===== config.mk =====
export PLATFORM = sky130hd
export DESIGN_NAME = jsonc_comment_stripper_core
export DESIGN_NICKNAME = d
export VERILOG_FILES = /design/src/jcs_pkg.sv /design/src/jsonc_comment_stripper_core.sv /design/src/jcs_front.sv /design/src/jcs_queue.sv /design/src/jcs_back.sv
export SDC_FILE = /design/constraint.sdc
export NUM_CORES = 1
export LEC_CHECK = 0
export BUFFER_PORTS_ARGS = -buffer_cell sky130_fd_sc_hd__buf_4
export CAP_MARGIN = 0
export CORE_ASPECT_RATIO = 0.6
export CORE_UTILIZATION = 25
export DETAILED_ROUTE_END_ITERATION = 10
export GPL_ROUTABILITY_DRIVEN = 0
export HOLD_SLACK_MARGIN = 0.08
export SLEW_MARGIN = 20
export SYNTH_ARGS = -nofsm -noshare
export SYNTH_HDL_FRONTEND = slang
export SYNTH_SLANG_ARGS = --single-unit

===== constraint.sdc =====
create_clock -name clk -period 5.4 [get_ports clk]
set_input_delay 0.27 -clock clk [delete_from_list [all_inputs] [get_ports clk]]
set_output_delay 0.27 -clock clk [all_outputs]
set_load 0.01 [all_outputs]

===== src/jcs_pkg.sv =====
// Shared types and constants for the JSONC comment stripper.
`default_nettype none

package jcs_pkg;

    localparam logic [1:0] MODE_NORMAL = 2'd0;
    localparam logic [1:0] MODE_STRING = 2'd1;
    localparam logic [1:0] MODE_LINE   = 2'd2;
    localparam logic [1:0] MODE_BLOCK  = 2'd3;

    localparam logic [7:0] CH_NL    = 8'h0A;
    localparam logic [7:0] CH_STAR  = 8'h2A;
    localparam logic [7:0] CH_SLASH = 8'h2F;
    localparam logic [7:0] CH_QUOTE = 8'h22;
    localparam logic [7:0] CH_BSL   = 8'h5C;

    localparam int QDEPTH = 4;
    localparam int QPTR_W = $clog2(QDEPTH);
    localparam int QCNT_W = $clog2(QDEPTH + 1);

    // One queued request: the results caused by one input byte.
    typedef struct packed {
        logic [7:0] byte0;
        logic       has0;
        logic [7:0] byte1;
        logic       two;
        logic       eot;
    } jcs_entry_t;

endpackage

`default_nettype wire


===== src/jsonc_comment_stripper_core.sv =====
// Top level of the JSONC comment stripper: front end, entry queue and output stage.
// Path: a kept byte is written into the entry queue when its request is accepted, then loaded into the output register.
// Throughput: one input byte per cycle while the queue is not full; a byte that causes two results
// holds the output stage for both of them, and the four-entry queue absorbs such bursts.
// Reset: asynchronous, active low; clears the lexical state, the queue and the output.
`default_nettype none

module jsonc_comment_stripper_core
    import jcs_pkg::*;
(
    input  wire logic       clk,
    input  wire logic       rst_n,
    input  wire logic [7:0] in_byte,
    input  wire logic       last,
    input  wire logic       in_valid,
    output logic            in_ready,
    output logic [7:0]      out_byte,
    output logic            has_byte,
    output logic            end_of_text,
    output logic            out_valid,
    input  wire logic       out_ready
);

    logic       q_full;
    logic       q_push;
    logic       q_pop;
    logic       q_not_empty;
    jcs_entry_t q_in;
    jcs_entry_t q_head;

    jcs_front u_front (
        .clk        (clk),
        .rst_n      (rst_n),
        .in_byte    (in_byte),
        .last       (last),
        .in_valid   (in_valid),
        .in_ready   (in_ready),
        .q_full     (q_full),
        .push       (q_push),
        .push_entry (q_in)
    );

    jcs_queue u_queue (
        .clk        (clk),
        .rst_n      (rst_n),
        .push       (q_push),
        .push_entry (q_in),
        .full       (q_full),
        .pop        (q_pop),
        .not_empty  (q_not_empty),
        .head       (q_head)
    );

    jcs_back u_back (
        .clk         (clk),
        .rst_n       (rst_n),
        .q_not_empty (q_not_empty),
        .q_head      (q_head),
        .q_pop       (q_pop),
        .out_byte    (out_byte),
        .has_byte    (has_byte),
        .end_of_text (end_of_text),
        .out_valid   (out_valid),
        .out_ready   (out_ready)
    );

endmodule

`default_nettype wire


===== src/jcs_front.sv =====
// Front end: accepts input bytes, tracks the lexical state and builds result entries.
`default_nettype none

module jcs_front
    import jcs_pkg::*;
(
    input  wire logic       clk,
    input  wire logic       rst_n,
    input  wire logic [7:0] in_byte,
    input  wire logic       last,
    input  wire logic       in_valid,
    output logic            in_ready,
    input  wire logic       q_full,
    output logic            push,
    output jcs_entry_t      push_entry
);

    logic [1:0] mode_reg, mode_next;
    logic       esc_reg, esc_next;
    logic       slash_reg, slash_next;
    logic       star_reg, star_next;

    logic       lead_v;   // held slash released ahead of the byte
    logic       main_v;   // the byte itself is kept
    logic       tail_v;   // slash flushed at the end of the text
    logic       accept;
    logic [1:0] n_res;

    assign in_ready = !q_full;
    assign accept   = in_valid && in_ready;

    always_comb
    begin
        mode_next  = mode_reg;
        esc_next   = esc_reg;
        slash_next = slash_reg;
        star_next  = star_reg;
        lead_v     = 1'b0;
        main_v     = 1'b0;
        case (mode_reg)
            MODE_NORMAL:
            begin
                if (slash_reg && in_byte == CH_SLASH)
                begin
                    slash_next = 1'b0;
                    mode_next  = MODE_LINE;
                end
                else if (slash_reg && in_byte == CH_STAR)
                begin
                    slash_next = 1'b0;
                    mode_next  = MODE_BLOCK;
                    star_next  = 1'b0;
                end
                else
                begin
                    lead_v = slash_reg;
                    if (in_byte == CH_QUOTE)
                    begin
                        slash_next = 1'b0;
                        mode_next  = MODE_STRING;
                        esc_next   = 1'b0;
                        main_v     = 1'b1;
                    end
                    else if (in_byte == CH_SLASH)
                    begin
                        slash_next = 1'b1;
                    end
                    else
                    begin
                        slash_next = 1'b0;
                        main_v     = 1'b1;
                    end
                end
            end
            MODE_STRING:
            begin
                main_v = 1'b1;
                if (esc_reg)
                begin
                    esc_next = 1'b0;
                end
                else if (in_byte == CH_BSL)
                begin
                    esc_next = 1'b1;
                end
                else if (in_byte == CH_QUOTE)
                begin
                    mode_next = MODE_NORMAL;
                end
            end
            MODE_LINE:
            begin
                if (in_byte == CH_NL)
                begin
                    mode_next = MODE_NORMAL;
                    main_v    = 1'b1;
                end
            end
            default:
            begin
                if (star_reg && in_byte == CH_SLASH)
                begin
                    mode_next = MODE_NORMAL;
                    star_next = 1'b0;
                end
                else
                begin
                    star_next = (in_byte == CH_STAR);
                end
            end
        endcase
        tail_v = last && slash_next;
    end

    assign n_res = {1'b0, lead_v} + {1'b0, main_v} + {1'b0, tail_v};

    always_comb
    begin
        push_entry.has0  = (n_res != 2'd0);
        push_entry.two   = (n_res == 2'd2);
        push_entry.eot   = last;
        if (lead_v)
        begin
            push_entry.byte0 = CH_SLASH;
        end
        else if (main_v)
        begin
            push_entry.byte0 = in_byte;
        end
        else if (tail_v)
        begin
            push_entry.byte0 = CH_SLASH;
        end
        else
        begin
            push_entry.byte0 = 8'h00;
        end
        push_entry.byte1 = (lead_v && main_v) ? in_byte : CH_SLASH;
    end

    assign push = accept && ((n_res != 2'd0) || last);

    always_ff @(posedge clk or negedge rst_n)
    begin
        if (!rst_n)
        begin
            mode_reg  <= MODE_NORMAL;
            esc_reg   <= 1'b0;
            slash_reg <= 1'b0;
            star_reg  <= 1'b0;
        end
        else if (accept)
        begin
            if (last)
            begin
                mode_reg  <= MODE_NORMAL;
                esc_reg   <= 1'b0;
                slash_reg <= 1'b0;
                star_reg  <= 1'b0;
            end
            else
            begin
                mode_reg  <= mode_next;
                esc_reg   <= esc_next;
                slash_reg <= slash_next;
                star_reg  <= star_next;
            end
        end
    end

endmodule

`default_nettype wire


===== src/jcs_queue.sv =====
// Short queue of result entries between the front end and the output stage.
`default_nettype none

module jcs_queue
    import jcs_pkg::*;
(
    input  wire logic        clk,
    input  wire logic        rst_n,
    input  wire logic        push,
    input  wire jcs_entry_t  push_entry,
    output logic             full,
    input  wire logic        pop,
    output logic             not_empty,
    output jcs_entry_t       head
);

    jcs_entry_t          mem_reg [QDEPTH];
    logic [QPTR_W-1:0]   wr_ptr_reg;
    logic [QPTR_W-1:0]   rd_ptr_reg;
    logic [QCNT_W-1:0]   cnt_reg;

    assign full      = (cnt_reg == QCNT_W'(QDEPTH));
    assign not_empty = (cnt_reg != '0);
    assign head      = mem_reg[rd_ptr_reg];

    always_ff @(posedge clk)
    begin
        if (push)
        begin
            mem_reg[wr_ptr_reg] <= push_entry;
        end
    end

    always_ff @(posedge clk or negedge rst_n)
    begin
        if (!rst_n)
        begin
            wr_ptr_reg <= '0;
            rd_ptr_reg <= '0;
            cnt_reg    <= '0;
        end
        else
        begin
            if (push)
            begin
                wr_ptr_reg <= wr_ptr_reg + 1'b1;
            end
            if (pop)
            begin
                rd_ptr_reg <= rd_ptr_reg + 1'b1;
            end
            if (push && !pop)
            begin
                cnt_reg <= cnt_reg + 1'b1;
            end
            else if (pop && !push)
            begin
                cnt_reg <= cnt_reg - 1'b1;
            end
        end
    end

endmodule

`default_nettype wire


===== src/jcs_back.sv =====
// Output stage: unpacks queued entries into single results behind an output register.
`default_nettype none

module jcs_back
    import jcs_pkg::*;
(
    input  wire logic       clk,
    input  wire logic       rst_n,
    input  wire logic       q_not_empty,
    input  wire jcs_entry_t q_head,
    output logic            q_pop,
    output logic [7:0]      out_byte,
    output logic            has_byte,
    output logic            end_of_text,
    output logic            out_valid,
    input  wire logic       out_ready
);

    logic       valid_reg;
    logic       second_reg;
    logic [7:0] byte_reg, byte_next;
    logic       has_reg, has_next;
    logic       eot_reg, eot_next;
    logic       load;

    assign load  = q_not_empty && (!valid_reg || out_ready);
    // An entry leaves the queue once its final result is loaded.
    assign q_pop = load && (second_reg || !q_head.two);

    always_comb
    begin
        if (second_reg)
        begin
            byte_next = q_head.byte1;
            has_next  = 1'b1;
            eot_next  = q_head.eot;
        end
        else
        begin
            byte_next = q_head.byte0;
            has_next  = q_head.has0;
            eot_next  = q_head.eot && !q_head.two;
        end
    end

    always_ff @(posedge clk)
    begin
        if (load)
        begin
            byte_reg <= byte_next;
            has_reg  <= has_next;
            eot_reg  <= eot_next;
        end
    end

    always_ff @(posedge clk or negedge rst_n)
    begin
        if (!rst_n)
        begin
            valid_reg  <= 1'b0;
            second_reg <= 1'b0;
        end
        else
        begin
            if (load)
            begin
                valid_reg  <= 1'b1;
                second_reg <= q_head.two && !second_reg;
            end
            else if (out_ready)
            begin
                valid_reg <= 1'b0;
            end
        end
    end

    assign out_valid   = valid_reg;
    assign out_byte    = byte_reg;
    assign has_byte    = has_reg;
    assign end_of_text = eot_reg;

endmodule

`default_nettype wire


; ---- After elaboration in Yosys (flattened, before gate mapping)
; Memories as Yosys holds them, arrays and structs flattened.
; Index checks and enable logic that the tools add are counted.
[word_totals]
ff_bits = 24
ramBits = 76
out_inout_bits = 12
elab_cells = 120
n_memories = 1
[mem_list]
columns = name, words, width, read_ports, rd_ports_with_merged_regs, write_ports, line
row1 = u_queue.mem_reg, 4, 19, 1, 0, 1, jcs_queue.sv:17  ; jcs_entry_t mem_reg [QDEPTH];
[classes]
add_sub_neg = 6
eq_ne = 19
muxes = 49
reduce_logical = 33
[ops]
columns = op, n
row1 = two-way mux 8 bit, 4
row2 = two-way mux 1 bit, 29
row3 = == test 8 x 6 -> 1 bit (second input constant), 3
row4 = two-way mux 2 bit, 9
row5 = logical AND 1 bit, 13
row6 = inequality test 3 x 2 -> 1 bit (second input constant), 4
row7 = inequality test 3 bit (second input constant), 4
row8 = == test 8 x 4 -> 1 bit (second input constant), 1
row9 = == test 8 x 7 -> 1 bit (second input constant), 1
row10 = AND reduction 7 bit, 1
row11 = zero test 1 bit, 6
row12 = two-way mux 3 bit, 2
row13 = two-way mux 6 bit, 1
row14 = one-hot mux 2 bit (3 select lines), 1
row15 = nonzero test 2 bit, 3
row16 = nonzero test 3 bit, 2
row17 = inequality test 5 x 2 -> 1 bit (second input constant), 1
row18 = AND reduction 5 bit, 1
row19 = nonzero test 5 bit, 1
row20 = adder 2 x 1 -> 2 bit (second input constant), 2
row21 = == test 2 bit (second input constant), 2
row22 = one-hot mux 1 bit (2 select lines), 2
row23 = AND reduction 4 bit, 1
row24 = adder 3 x 1 -> 3 bit (second input constant), 1
row25 = other kinds (10), 12

; ---- Logic depth before layout (Yosys ltp)
; Gate-level depths: netlist of the first run.
[depth]
word_depth = 15
mapped_depth = 16
depth_no_buf = 15

; ---- By module
; A second synthesis of the first run with hierarchy kept.
[unflattened]
cells_unflattened = 264
hier_area_um2 = 4461.8
[by_module_without_submodules]
columns = mod, n_inst, cells_per_inst, area_per_inst_um2, seq_area_each_um2
row1 = jcs_queue, 1, 133, 3138.0, 2457.4
row2 = jcs_front, 1, 101, 768.2, 125.1
row3 = jcs_back, 1, 30, 555.5, 350.3

; ---- Worst setup path after synthesis of the first run
; No wires, ideal clock.
[synth_path]
path_type = input to register
startpoint = in in_byte[4]
endpoint = reg u_queue.cnt_reg[1]
t_arrival_ns = 3.471
required_ns = 5.275
path_slack_ns = 1.804
cell_stages = 14
path_cell_list = or4b_1 buf_2 nor2_1 nand3_1 nor3b_1 o21a_1 fa_1 or2_2 nor2_1 nor2_1 ha_1 inv_1 fa_1 mux2_2
[synth_rtl]
columns = item, line
row1 = from (decl), jsonc_comment_stripper_core.sv:13  ; input wire logic [7:0] in_byte,
row2 = to (signal assigned), jcs_queue.sv:54  ; cnt_reg <= cnt_reg + 1'b1;
row3 = to (signal assigned), jcs_queue.sv:58  ; cnt_reg <= cnt_reg - 1'b1;
row4 = to (decl), jcs_queue.sv:20  ; logic [QCNT_W-1:0] cnt_reg;

==> implementation parameters, run 1 <==
Parameter                              Value

Floorplan
  Standard-cell row count    37
  Die height    ~100 um
  Boundary pin count    25
  Die footprint    18130 sq um
  Initial core utilization    25.59%
  Die width    173.2 um
  Core Box Area    ~17000 sq um

CTS
  Clock Tree Buf Depth    2
  Number of clock sinks    100
  Buffer count from post-CTS setup fixing    0
  Clock insertion delay at the later pin of the skew report    340 ps
  Clock transition at the register clock pins on the worst setup and hold paths after CTS    roughly 70 ps
  Clock tree from TritonCTS    built
  Master cell of the clock root buffer    sky130_fd_sc_hd__clkbuf_16
  Number of H-tree levels    3
  Clock buffers created by TritonCTS    9

Yosys
  Mapped Nets    298
  Top cells by area in the synthesized netlist    sky130_fd_sc_hd__edfxtp_1, sky130_fd_sc_hd__mux4_2, sky130_fd_sc_hd__dfrtp_1
  Cell count after synthesis    274
  Synthesis Warnings    0
  FF+latch count, synth    100
  Number of distinct library cells after synthesis    44
  Fraction of synthesized cell area taken by the top area cell type    between 50% and 60%
  Per-instance average area after synthesis    16.04 sq um
  Part of the Yosys area used for sequential elements    66.72%
  Top cell type by total area after synthesis    sky130_fd_sc_hd__edfxtp_1
  Total standard cell area after synthesis    4395 sq um

Routing
  Drt pass-1 iters    4
  Number of DRC markers after the initial detailed-route iteration    206
  Final routed DRC violation total    0
  Wirelength per Cell    16.63 um
  Via-to-Cell Ratio    4.435
  Final Routed Wirelength    9031 um
  ANT nets after route    0
  Overall via count from detail_route    2408

Power
  Power per Cell Area    ~460 nW/um^2
  Flop pwr share    48.1%
  Switching Share    around 30%
  Combinational Power Share    between 20% and 30%
  Clk network pwr share    24.7%
  Leakage power of the design    0.001695 uW
  Largest vdd supply drop    ~0.00016 V
  PnR Total Power    2389 uW
  Internal power    1686 uW
  Switching power of the nets    702.8 uW

STA
  Total negative slack for setup checks    0 ps
  Slew HR    between 20% and 30%
  Unrepaired setup endpoints after global routing    false
  Post-layout minimum cycle time    about 3900 ps
  Slew of the pin with the lowest slew margin    roughly 1100 ps
  Fmax    0.2550 GHz
  Final setup violation count    0
  Final-report max-slew violation count    0
  Hold violation total from the final report    0
  Period Utilization, post-route    72.61%
  Post-route clock skew    10.20 ps

Cells and area
  N_diodes    0
  Final layout net count    328
  Layout cell share with drive strength beyond 1    27.18%
  Area added between synthesis and finish    17.25%
  Number of flip-flops in the largest register    76

Global route
  Antenna violations before repair    0
  Global Route Usage Sum    10.60%
  Vias in the first global route    2455
  Maximum number of pins on one net before global-route repair    22
  First-pass GRT wire length    14190 um
  Remaining global-route overflow    0

Setup path
  Crit path DAT    4170 ps
  Capturing element type of the critical path    register
  Startpoint type of the worst setup path    register
  Crit Path Category    reg -> reg
  Most frequent cell on the critical path    sky130_fd_sc_hd__nor2_1
  CP Data Required Time    5650 ps
  Slowest-stage cell, CP    sky130_fd_sc_hd__fa_1
  Delay of the slowest cell on the worst path    550 ps
  Cell-by-cell listing of the critical path    or3b_2, a211oi_1, o22a_1, inv_1, fa_1, or2_2, nor2_1, nor2_1, ha_1, inv_1, fa_1, xor2_1, nor2_1, xor2_1
  Worst-path maximum fanout    11

Min path
  Min-Delay Path Class    in -> reg

Placed design
  Port-buffer cells    24
  HPWL Detailed    6022 um

Status
  Run status    finished, final reports clean

Job
  Maxcap violations    0
[through the flow]
stage               util, %  hold slack, ps  setup WS [ps]  cells  cell area [sq um]
floorplan                 -          -25.59           1804    274               4395
global placement      28.34           145.5           1491    526               4867
detailed placement    28.34           144.7           1404    526               4867
CTS                   30.01           118.6           1492    543               5154
global route          30.01           119.3           1207    543               5154
finish                30.01           135.0           1479    543               5154
[synthesized netlist by cell type (all sizes together)]
| cell | count |
|---|---|
| o41ai | 2 |
| o31ai | 3 |
| nor2 | 14 |
| mux2i | 3 |
| nand3b | 1 |
| clkbuf | 8 |
| or4b | 1 |
| nand2 | 12 |
| fa | 2 |
| a21oi | 3 |
| nand4bb | 1 |
| nor3 | 4 |
| ha | 9 |
| or2 | 8 |
| dfrtp | 14 |
| o32ai | 1 |
| inv | 14 |
| nand4 | 1 |
| a31oi | 2 |
| nor4 | 1 |
| nand3 | 4 |
| o21ai | 7 |
| nand2b | 5 |
| buf | 4 |
| or4 | 1 |
| and2 | 5 |
| nor3b | 1 |
| edfxtp | 86 |
| nand4b | 1 |
| or3b | 3 |
| nor2b | 7 |
| mux4 | 19 |
| a41oi | 2 |
| mux2 | 9 |
| xnor2 | 3 |
| xor2 | 3 |
| o22a | 1 |
| o21a | 6 |
| o31a | 1 |
| a211oi | 2 |
[final timing paths]
path / start / depth (start not counted) / to / slack (ps)
worst max-delay path: u_front.slash_reg / 14 / u_queue.cnt_reg[2] / 1480
worst min-delay path: out_ready / 2 / u_back.out_valid / 130
worst max register to register: u_front.slash_reg / 14 / u_queue.cnt_reg[2] / 1480
max in group asynchronous: rst_n / 2 / u_queue.cnt_reg[2] / 4880
worst min register to register: u_queue.cnt_reg[2] / 1 / u_queue.cnt_reg[2] / 500
min in group asynchronous: rst_n / 2 / u_back.out_valid / 330
[repair_timing]
item / in CTS / in global routing
gates resized for setup: 0 / 0
endpoints found under the hold margin: 14 / 0
hold buffers: 1 / 0
[worst max-delay path: cells and delay by family, from the launching register on]
kind / cells / cell delay, ps
buffers and inverters: 2 / 160
XOR/XNOR: 2 / 330
flip-flops: 1 / 520
AND/OR/NAND/NOR: 5 / 1150
adder cells (fa/ha/maj): 3 / 1230
AO/OA/AOI/OAI: 2 / 470
[layout by cell type (no fill, tap or decap), types with 4 or more instances in the layout]
cell and count:
sky130_fd_sc_hd__and2_1 5, sky130_fd_sc_hd__buf_4 30, sky130_fd_sc_hd__clkbuf_16 9, sky130_fd_sc_hd__dfrtp_1 14, sky130_fd_sc_hd__edfxtp_1 86, sky130_fd_sc_hd__ha_1 9
sky130_fd_sc_hd__inv_1 14, sky130_fd_sc_hd__mux2_2 9, sky130_fd_sc_hd__mux4_2 19, sky130_fd_sc_hd__nand2_1 12, sky130_fd_sc_hd__nand2b_1 5, sky130_fd_sc_hd__nand3_1 4
sky130_fd_sc_hd__nor2_1 14, sky130_fd_sc_hd__nor2b_1 7, sky130_fd_sc_hd__nor3_1 4, sky130_fd_sc_hd__o21a_1 6, sky130_fd_sc_hd__o21ai_0 6, sky130_fd_sc_hd__or2_2 8
[power by group through the flow]
stage / logic (uW) / clock network (uW) / registers, uW
2_1_floorplan: 455 / 0 / 1120
3_3_place_gp: 655 / 0 / 1160
3_5_place_dp: 662 / 0 / 1170
4_1_cts: 667 / 610 / 1150
5_1_grt: 719 / 642 / 1170
6_report: 649 / 590 / 1150
[logic make-up after synthesis]
| logic type | count (synthesis) | share of synthesized area (%) |
|---|---|---|
| xor gates and xnor gates | 6 | 1.196 |
| adders and majority gates | 11 | 3.473 |
| AOI/OAI and AO/OA | 30 | 4.868 |
| muxes | 31 | 12.72 |
| and+or+nand+nor | 70 | 8.768 |
| buffers and inverters | 26 | 2.249 |
| DFF | 100 | 66.72 |
[routing by layer]
layer	track usage, %	routed length, um
met5	0	0
met4	2.528	16
met3	3.748	462
met1	15.53	4717
met2	14.72	3835
[layout make-up]
type / count / area, sq um
well taps: 234 / 292.8
repair buffers: 31 / 235.2
fillers: 1668 / 12020
clock buffers: 9 / 225.2
clock inverters: 7 / 51.30
flip-flops and latches: 100 / 2933
inverters: 14 / 52.55
multi-input cells: 148 / 1364
Note: power is estimated with default switching activity, not from simulation.
==> run 2: changes to the inputs <==
clock period = 3.8 ns   (was 5.4 ns; I/O delays follow)
==> run 2 against run 1 <==
Net effect: sequential power up 38%; combinational power up 53%; sequential share of layout area down 0.82 points; largest power group unchanged; cell area up 1.5%; clock power up 53%; flip-flop and latch count unchanged; via count up 1.0%; clock skew down 3.7 ps; clock-buffer cell count unchanged; critical path depth down 2; largest cell class unchanged.
==> implementation parameters, run 2 (synthesized netlist as in run 1, its figures left out) <==
Parameter                              Value

Status
  Run status    finished, final reports clean

Routing
  Via-to-Cell Ratio    approximately 4.4
  Wirelength per Cell    16.91 um
  Number of DRC markers after the initial detailed-route iteration    between 100 and 150
  ANT nets after route    0
  Overall via count from detail_route    ~2400
  Final Routed Wirelength    9282 um
  Final routed DRC violation total    0
  Drt pass-1 iters    4

Setup path
  Critical Path End    u_queue.cnt_reg[1]
  CP Data Required Time    4030 ps
  Endpoint of the worst register-to-register path    u_queue.cnt_reg[1]
  Reg2Reg Depth    12
  Startpoint type of the worst setup path    register
  Reg-to-reg slack, setup    270 ps
  Startpoint of the most critical register-to-register path    u_front.slash_reg
  CP Launch Point    u_front.slash_reg
  Crit Path Category    reg -> reg
  Crit path DAT    3760 ps
  Capturing element type of the critical path    register
  Worst-path maximum fanout    8

STA
  Fmax    between 0.2 and 0.3 GHz
  Period Utilization, post-route    92.86%
  Total negative slack for setup checks    0 ps
  Hold violation total from the final report    0
  Final setup violation count    0
  Slew of the pin with the lowest slew margin    667.3 ps
  Unrepaired setup endpoints after global routing    false
  Final-report max-slew violation count    0
  Slew HR    55.52%
  Post-route clock skew    6.527 ps
  Post-layout minimum cycle time    roughly 3500 ps

Power
  PnR Total Power    3480 uW
  Leakage power of the design    0.001736 uW
  Largest vdd supply drop    0.0002208 V
  Switching Share    between 20 and 30%
  Switching power of the nets    1016 uW
  Internal power    2465 uW
  Power per Cell Area    ~670 nW/um^2
  Clk network pwr share    25.9%
  Flop pwr share    45.6%
  Combinational Power Share    between 20 and 30%

Job
  Maxcap violations    0

Global route
  Vias in the first global route    2516
  Antenna violations before repair    0
  First-pass GRT wire length    14580 um
  Global Route Usage Sum    a little over a tenth
  Maximum number of pins on one net before global-route repair    21
  Remaining global-route overflow    0

Floorplan
  Die footprint    18130 sq um
  Die height    104.7 um
  Boundary pin count    25
  Initial core utilization    25.59%
  Die width    about 170 um
  Standard-cell row count    37
  Core Box Area    17180 sq um

Cells and area
  Filler Cell Count    between 1500 and 2000
  Number of flip-flops in the largest register    76
  Filler-free cell count of the finished design    549
  N_diodes    0
  Final layout net count    335
  Layout cell share with drive strength beyond 1    28.57%
  Commonest non-fill, non-tap cell in the layout    sky130_fd_sc_hd__edfxtp_1
  Post-Layout Inst Area    5229 sq um
  Area added between synthesis and finish    18.96%
  Highest-count cells in the layout ignoring fill and taps    sky130_fd_sc_hd__edfxtp_1, sky130_fd_sc_hd__buf_4, sky130_fd_sc_hd__mux4_2

CTS
  Number of H-tree levels    3
  Clock buffers created by TritonCTS    9
  Clock tree from TritonCTS    built
  Number of clock sinks    100
  Clock Tree Buf Depth    2
  Clock insertion delay at the later pin of the skew report    350 ps
  Clock transition at the register clock pins on the worst setup and hold paths after CTS    70 ps
  Master cell of the clock root buffer    sky130_fd_sc_hd__clkbuf_16

Min path
  Min-Delay Path Class    in -> reg

Placed design
  DP Area    4912 sq um
  Number of instances in the placed design    532
  Port-buffer cells    24
  HPWL Detailed    6113 um
==> run 2: area by class of cell <==
type	instances	area, sq um	area share [%]
inverter	14	52.55	1.005
tap	234	292.8	5.599
multi-input combinational	148	1371	26.23
timing repair buffer	38	290.3	5.552
clock inverter	6	63.81	1.220
sequential	100	2933	56.09
clock buffer	9	225.2	4.307
==> run 2: worst max-delay path, cell delays in order (launching register included) <==
cell	delay [ps]
sky130_fd_sc_hd__dfrtp_1	340
sky130_fd_sc_hd__or3b_2	470
sky130_fd_sc_hd__a211oi_1	240
sky130_fd_sc_hd__o22a_1	220
sky130_fd_sc_hd__inv_1	90
sky130_fd_sc_hd__fa_1	480
sky130_fd_sc_hd__or2_2	330
sky130_fd_sc_hd__nor2_1	200
sky130_fd_sc_hd__nor2_4	90
sky130_fd_sc_hd__ha_1	240
sky130_fd_sc_hd__inv_1	80
sky130_fd_sc_hd__fa_1	380
sky130_fd_sc_hd__mux2_2	270
==> run 2: how the worst min path moves through the flow <==
stage / startpoint / cells past startpoint / slack [ps] / to
3_3_place_gp: rst_n / 1 / 70 / u_back.out_valid
6_report: last / 1 / 170 / u_queue.mem_reg[1][0]
4_1_cts: last / 1 / 170 / u_queue.mem_reg[0][0]
3_5_place_dp: rst_n / 1 / 70 / u_back.out_valid
2_1_floorplan: rst_n / 0 / -110 / u_back.out_valid
5_1_grt: last / 1 / 180 / u_queue.mem_reg[1][0]
==> run 2: power by group through the flow <==
stage	Clock [uW]	Sequential, uW	Combinational (uW)
finish	902	1590	991
global route	962	1610	1090
CTS	924	1590	1010
detailed placement	0	1610	1000
global placement	0	1600	998
floorplan	0	1590	646
==> run 2: repair_timing <==
item,in CTS,in global routing
setup endpoints to repair,0,2
hold buffers,2,0
resized for setup,0,2
buffers inserted,0,0
hold endpoints to repair,15,0
==> run 2: through the flow <==
step | hold slack, ps | setup WS (ps) | utilization (%)
final | 173.8 | 271.3 | 30.44
after global routing | 179.5 | 0.2238 | 30.44
after CTS | 172.1 | 56.28 | 30.40
after detailed placement | 73.08 | 23.90 | 28.60
after global placement | 65.89 | 124.4 | 28.60
after floorplan | -105.6 | 283.9 | -
==> run 2: metal layers <==
metal / global-route usage, % / wire (um)
met2: 15.84 / 3956
met3: 3.348 / 550
met5: 0 / 0
met1: 15.62 / 4695
met4: 2.592 / 80
